$ cat src/hw/rtl/lbfa_ram.sv
`timescale 1ns / 1ps
`default_nettype none

module lbfa_ram #(
	parameter int WIDTH = 8,
	parameter int DEPTH = 2
) (
	input  wire logic                     clk,
	input  wire logic                     we,
	input  wire logic [$clog2(DEPTH)-1:0] waddr,
	input  wire logic [WIDTH-1:0]         wdata,
	input  wire logic                     re,
	input  wire logic [$clog2(DEPTH)-1:0] raddr,
	output logic      [WIDTH-1:0]         rdata
);

	logic [WIDTH-1:0] mem [DEPTH];

	always_ff @(posedge clk) begin
		if (we) begin
			mem[waddr] <= wdata;
		end
		if (re) begin
			rdata <= mem[raddr];
		end
	end

endmodule

`default_nettype wire

$ cat config.mk
export PLATFORM = sky130hd
export DESIGN_NAME = lbfa_ram
export DESIGN_NICKNAME = d
export VERILOG_FILES = /design/src/hw/rtl/lbfa_ram.sv
export SDC_FILE = /design/constraint.sdc
export NUM_CORES = 1
export LEC_CHECK = 0
export BUFFER_PORTS_ARGS = -buffer_cell sky130_fd_sc_hd__buf_2
export CAP_MARGIN = 20
export CORE_ASPECT_RATIO = 0.8
export CORE_MARGIN = 5
export CORE_UTILIZATION = 50
export DETAILED_ROUTE_END_ITERATION = 7
export GPL_ROUTABILITY_DRIVEN = 0
export PLACE_DENSITY = 0.76
export SLEW_MARGIN = 30
export SYNTH_ARGS = -nofsm -noshare
export SYNTH_HDL_FRONTEND = slang
export SYNTH_SLANG_ARGS = --single-unit
$ cat constraint.sdc
create_clock -name clk -period 1.81 [get_ports clk]
set_clock_uncertainty 0.2 [all_clocks]
set_input_delay 0.181 -clock clk [delete_from_list [all_inputs] [get_ports clk]]
set_output_delay 0.181 -clock clk [all_outputs]
set_load 0.05 [all_outputs]
==> results of run 1 <==
[stage by stage]
| step | hold slack, ns | setup slack, ns | util |
|---|---|---|---|
| after CTS | 0.01354 | 0.5347 | 0.6708 |
| after global routing | 0.006067 | 0.4824 | 0.6708 |
| after global placement | 0.1689 | 0.6230 | 0.6077 |
| final | 0.002318 | 0.5361 | 0.6708 |
| after floorplan | 0.07987 | 0.6356 | - |
| after detailed placement | 0.1726 | 0.5973 | 0.6077 |
[cell usage in the layout (no fill, tap or decap)]
cell | Yosys | routed
edfxtp_1 | 24 | 24
buf_2 | 0 | 20
mux2_4 | 8 | 8
dlygate4sd3_1 | 0 | 8
clkbuf_4 | 0 | 3
nor2b_1 | 1 | 1
and2_1 | 1 | 1
buf_4 | 0 | 1
[area by class of cell]
| type | instances | area, um2 | area share |
|---|---|---|---|
| clock buffer | 3 | 22.52 | 0.02064 |
| multi-input combinational | 10 | 132.6 | 0.1216 |
| sequential | 24 | 720.7 | 0.6605 |
| tap | 22 | 27.53 | 0.02523 |
| timing repair buffer | 29 | 187.7 | 0.1720 |
[power groups by stage]
stage	sequential (uW)	clock (uW)	combinational, uW
3_5_place_dp	680	0	119
3_3_place_gp	677	0	116
4_1_cts	667	213	132
5_1_grt	671	241	138
6_report	666	217	131
2_1_floorplan	724	0	38.0
[sequential cells by signal, indices dropped and copies added, names as in the netlist]
name   cells
mem       16
rdata      8
[logic make-up (layout without fill, tap and decap cells)]
family / after synthesis / count (layout)
buffers and inverters: 1 / 32
flip-flops: 24 / 24
multiplexers: 8 / 8
AND/OR/NAND/NOR: 2 / 2
[Yosys cell counts (all sizes together)]
| library cell | instances |
|---|---|
| edfxtp | 24 |
| mux2 | 8 |
| and2 | 1 |
| buf | 1 |
| nor2b | 1 |
[worst min path at each step]
stage | start | to | slack [ns] | cells past startpoint
after CTS | re | rdata[3]$_DFFE_PP_ | 0.01 | 1
after global routing | re | rdata[3]$_DFFE_PP_ | 0.006 | 1
after global placement | wdata[5] | mem[0][5]$_DFFE_PP_ | 0.17 | 1
after floorplan | wdata[0] | mem[0][0]$_DFFE_PP_ | 0.08 | 0
after detailed placement | wdata[5] | mem[0][5]$_DFFE_PP_ | 0.17 | 1
final | re | rdata[3]$_DFFE_PP_ | 0.002 | 1
[layer usage]
layer	share of wire	global-route usage	up-vias
li1	-	-	200
met1	0.39	0.1186	207
met2	0.52	0.2051	23
met3	0.074	0.01923	2
met4	0.015	0.07109	0
met5	0	0	-
[what timing repair did]
item | CTS | global route
setup buffers | 0 | 0
endpoints found under the hold margin | 16 | 0
setup endpoints to repair | 0 | 0
hold buffers | 8 | 0
resized for setup | 0 | 0
==> metrics.md, run 1 <==
| Metric | Value |
|---|---|
| Outcome | complete, no violations |
| TNS Setup | 0 ns |
| Max Cap Viol | 0 |
| Nets | 81 |
| Worst VDD drop | 0.6390 mV |
| Initial antenna violation count | 0 |
| Port bufs | 20 |
| Post-detailed-route via-to-cell ratio | 4.909 |
| Fmax achieved | 785.0 MHz |
| Fin. Hold Viols | 0 |
| FF-to-FF Start | mem[0][6]$_DFFE_PP_ |
| Synth top area cells | edfxtp_1, mux2_4, buf_6 |
| Synth Area in Adders | 0 |
| Clk slew on worst S/H paths | 0.12 ns |
| Power, Total | slightly above 1000 uW |
| Post-placement cell count | 77 |
| Max clock buf depth | 2 |
| Sw Ratio | 0.2227 |
| WL/cell | between 10 and 15 um |
| CP Launch Point | rdata[2]$_DFFE_PP_ |
| Count of cell types in the netlist | 5 |
| WP data required | roughly 1.4 ns |
| R2r setup slk | ~0.67 ns |
| Reg2reg path depth | 1 |
| Initial Util | 0.5315 |
| CP bufs+invs | 1 |
| Vias in the first global route | 436 |
| Detailed Route WL | 1.249 mm |
| Final worst path period share | 0.7038 |
| Crit Path Class | reg -> out |
| Post-route cell area | between 0.001 and 0.0015 mm2 |
| FF+latch count, synth | 24 |
| Stages on the worst setup path | 1 |
| Top delay family on crit path | flip-flops |
| Avg Cell Area, Syn | 24.70 um2 |
| CP max FO | 1 |
| Share of cells above drive strength 1 | 0.4848 |
| Slew @ Worst Pin | around 0.36 ns |
| Clk_lat worst skew | roughly 0.30 ns |
| Synthesized area | slightly below 900 um2 |
| Num rows | 13 |
| CTS tree | yes |
| Simple-gate area share of the yosys netlist | 0.01447 |
| Synth Area in Compound Gates | 0 |
| Fillers | 117 |
| Total grt overflow | 0 |
| Critical Path End | rdata[2] |
| Min Clock Period, post-route | 1.274 ns |
| RSZ-0062 raised after global routing | false |
| Die area | 0.002666 mm2 |
| H-tree lvl count | 1 |
| Xor and xnor area share after synthesis | 0 |
| Final non-filler cell total | 88 |
| RR Endpoint | rdata[6]$_DFFE_PP_ |
| # setup viols final | 0 |
| Die W | 56.49 um |
| Hold Crit Class | in -> reg |
| Max transition margin | 0.7598 |
| Total CTS buffers | 3 |
| Slowest CP cell | edfxtp_1 |
| First-pass GRT wire length | 2.035 mm |
| Yosys top cell area share | 0.8336 |
| CP cell instances | buf_2 |
| Crit-path max cell delay | about 0.34 ns |
| Drt pass-1 iters | 4 |
| Io pins | 21 |
| Comb pwr share | 0.130 |
| CP endpoint kind | output pin |
| Syn nets | 48 |
| Die Span Y | 47.20 um |
| CP Launch Type | flop |
| N_diodes | 0 |
| CTS root buffer | clkbuf_4 |
| Gr usage total | 0.1092 |
| Clock Sinks | 24 |
| Sequential share of the synthesized area | 0.8336 |
| Post-DRT Antenna Nets | 0 |
| DRC viols | 0 |
| Area delta synth->final | 26.19% |
| Drt first-iter violations | 13 |
| Clock power frac | 0.214 |
| P_sw | 226.0 uW |
| Post-detailed-placement cell area | 988.4 um2 |
| Leakage Power | 0.0004300 uW |
| Yosys warning total | 0 |
| Mux cell area share after synthesis | 0.1389 |
| Vias | 432 |
| Power density over cell area | 929.7 mW/mm2 |
| Main combinational cell family by area after synthesis | multiplexers |
| Post-synth top area cell | edfxtp_1 |
| Syn Inst Count | 35 |
| CP arrival | 0.89 ns |
| Max-slew violation count | 0 |
| Largest net degree at the start of global routing | 13 |
| Sequential Power Share | 0.657 |
| Core area | 0.001627 mm2 |
| Internal power | 788.4 uW |
Power figures use the tool's default switching activity.
==> run 2, diff against run 1 <==
--- a/config.mk
+++ b/config.mk
@@ -9,10 +9,10 @@
 export CAP_MARGIN = 20
 export CORE_ASPECT_RATIO = 0.8
 export CORE_MARGIN = 5
-export CORE_UTILIZATION = 50
+export CORE_UTILIZATION = 45
 export DETAILED_ROUTE_END_ITERATION = 7
 export GPL_ROUTABILITY_DRIVEN = 0
-export PLACE_DENSITY = 0.76
+export PLACE_DENSITY = 0.73
 export SLEW_MARGIN = 30
 export SYNTH_ARGS = -nofsm -noshare
 export SYNTH_HDL_FRONTEND = slang
==> constraint.sdc (replaced) <==
create_clock -name clk -period 1.15 [get_ports clk]
set_clock_uncertainty 0.2 [all_clocks]
set_input_delay 0.115 -clock clk [delete_from_list [all_inputs] [get_ports clk]]
set_output_delay 0.115 -clock clk [all_outputs]
set_load 0.05 [all_outputs]
==> metrics.md, run 2 (synthesis results as in run 1) <==
| Metric | Value |
|---|---|
| Share of cells above drive strength 1 | 0.4853 (about the same) |
| Post-DRT Antenna Nets | 0 (unchanged) |
| Drt first-iter violations | 3 (-10) |
| Area delta synth->final | 35.75% |
| Worst VDD drop | 0.8437 mV (+32%) |
| Hold Crit Class | in -> reg |
| Gr usage total | 0.08961 (-0.01959) |
| Clock power frac | 0.206 (-0.008) |
| CP arrival | 0.87 ns (-0.02 ns) |
| Max reg flops | 16 (unchanged) |
| Num rows | 14 (+1) |
| Comb pwr share | 0.148 (+0.018) |
| Internal power | 1274 uW (+62%) |
| Io pins | 21 (unchanged) |
| WL/cell | 11.98 um (-16%) |
| Power density over cell area | 1386 mW/mm2 (+49%) |
| CP cell instances | buf_6 |
| Final worst path period share | 1.027 |
| Sequential Power Share | 0.646 (-0.011) |
| CTS root buffer | clkbuf_4 |
| CTS tree | yes |
| WP data required | 0.83 ns (-0.60 ns) |
| Clock Sinks | 24 (unchanged) |
| Final non-filler cell total | 92 (+4.5%) |
| Outcome | complete, but fails checks |
| Max-slew violation count | 0 (unchanged) |
| Initial Util | 0.4656 (-0.06591) |
| CP Launch Type | flop |
| Leakage Power | 0.0004599 uW (+6.9%) |
| Storage cell area | 720.7 um2 (unchanged) |
| Post-placement cell count | 80 (+3.9%) |
| Detailed Route WL | 1.102 mm (-12%) |
| Max clock buf depth | 2 (unchanged) |
| Drt pass-1 iters | 2 (-2) |
| Failing checks | setup timing |
| Crit Path Class | reg -> out |
| Die area | 0.002903 mm2 (+8.9%) |
| Final worst slack | -0.03070 ns (-0.5668 ns) |
| Most frequent cells in the layout | edfxtp_1, buf_2, dlygate4sd3_1 |
| RSZ-0062 raised after global routing | true |
| P_sw | 352.4 uW (+56%) |
| Vias | 410 (-5.1%) |
| N_diodes | 0 (unchanged) |
| Clk_lat worst skew | 0.30 ns (about the same) |
| Postcts setup bufs | 0 (unchanged) |
| Sw Ratio | 0.2166 (-0.006129) |
| Footprint of the multi-input gates | 132.6 um2 (unchanged) |
| Fmax achieved | about 850 MHz |
| Power, Total | 1627 uW (+60%) |
| Core area | 0.001857 mm2 (+14%) |
| CP endpoint kind | output pin |
| Total CTS buffers | 3 (unchanged) |
| Biggest regs | mem x16, rdata x8 |
| Fillers | 140 (+20%) |
| Largest net degree at the start of global routing | 13 (unchanged) |
| H-tree lvl count | 1 (unchanged) |
| Top delay family on crit path | flip-flops |
| # setup viols final | 8 (+8) |
| Max Cap Viol | 0 (unchanged) |
| Slowest CP cell | edfxtp_1 |
| Fin. Hold Viols | 0 (unchanged) |
| Reg with most FFs | mem |
| Min Clock Period, post-route | 1.181 ns |
| Initial antenna violation count | 0 (unchanged) |
| CP max FO | 1 (unchanged) |
| Die Span Y | 49.21 um (+4.3%) |
| Crit-path max cell delay | 0.40 ns (+0.06 ns) |
| Max transition margin | 0.8367 (+0.07688) |
| Nets | 83 (+2.5%) |
| Total grt overflow | 0 (unchanged) |
| Vias in the first global route | 457 (+4.8%) |
| Pre-CTS WS | -0.001494 ns (-0.5988 ns) |
| Die W | 59.01 um (+4.5%) |
| Clk slew on worst S/H paths | 0.11 ns (about the same) |
| First-pass GRT wire length | 1.876 mm (-7.8%) |
| Slew @ Worst Pin | 0.2450 ns (-0.1153 ns) |
| Post-detailed-route via-to-cell ratio | 4.457 (-9.2%) |
| Most common cell after layout, fill and taps aside | edfxtp_1 |
| CP bufs+invs | 1 (unchanged) |
| Port bufs | 20 (unchanged) |
| DRC viols | 0 (unchanged) |
[run 2: cell count changes in the layout (fill, tap and decap cells not counted)]
cell / previous run / this run
buf_6: 0 / 8
dlygate4sd3_1: 8 / 9
buf_2: 20 / 12
buf_12: 0 / 1
[run 2: routing by layer]
layer  track usage  vias up  share of wire
li1              -      206              -
met1       0.09949      186           0.43
met2        0.1489       18           0.50
met3       0.01587        0          0.072
met4       0.06792        0              0
met5             0        -              0
[run 2: final cells by class]
| cell class | instances | share of cell area |
|---|---|---|
| flip-flops and latches | 24 | 0.6141 |
| repair buffers | 31 | 0.2281 |
| well taps | 24 | 0.02559 |
| multi-input cells | 10 | 0.1130 |
| clock buffers | 3 | 0.01919 |
[run 2: path summary, 6_finish.rpt]
kind / slack (ns) / start / end / cells past startpoint
worst max-delay path: -0.03 / rdata[6]$_DFFE_PP_ / rdata[6] / 1
worst min-delay path: 0.06 / waddr / mem[0][4]$_DFFE_PP_ / 3
worst max register to register: 0.05 / mem[1][2]$_DFFE_PP_ / rdata[2]$_DFFE_PP_ / 1
worst min register to register: 0.36 / mem[0][0]$_DFFE_PP_ / rdata[0]$_DFFE_PP_ / 1
[run 2: repair_timing]
item	CTS	global route
resized for setup	16	0
hold buffers	9	0
endpoints found under the hold margin	24	0
setup endpoints to repair	8	8
[run 2: per-stage QoR]
| stage | util | TNS [ns] | cell area (um2) | hold WS [ns] |
|---|---|---|---|---|
| 6_report | 0.6321 | -0.1723 | 1174 | 0.05959 |
| 5_1_grt | 0.6321 | -0.6276 | 1174 | 0.06245 |
| 4_1_cts | 0.6321 | -0.3292 | 1174 | 0.05280 |
| 3_5_place_dp | 0.5445 | -0.001786 | 1011 | 0.1081 |
| 3_3_place_gp | 0.5445 | 0 | 1011 | 0.1021 |
| 2_1_floorplan | - | 0 | 864.6 | 0.01387 |
[run 2: power groups by stage]
| stage | clock network, uW | logic [uW] | registers, uW |
|---|---|---|---|
| 2_1_floorplan | 0 | 59.8 | 1140 |
| 3_3_place_gp | 0 | 193 | 1070 |
| 3_5_place_dp | 0 | 196 | 1070 |
| 4_1_cts | 350 | 243 | 1050 |
| 5_1_grt | 382 | 253 | 1060 |
| 6_report | 334 | 241 | 1050 |
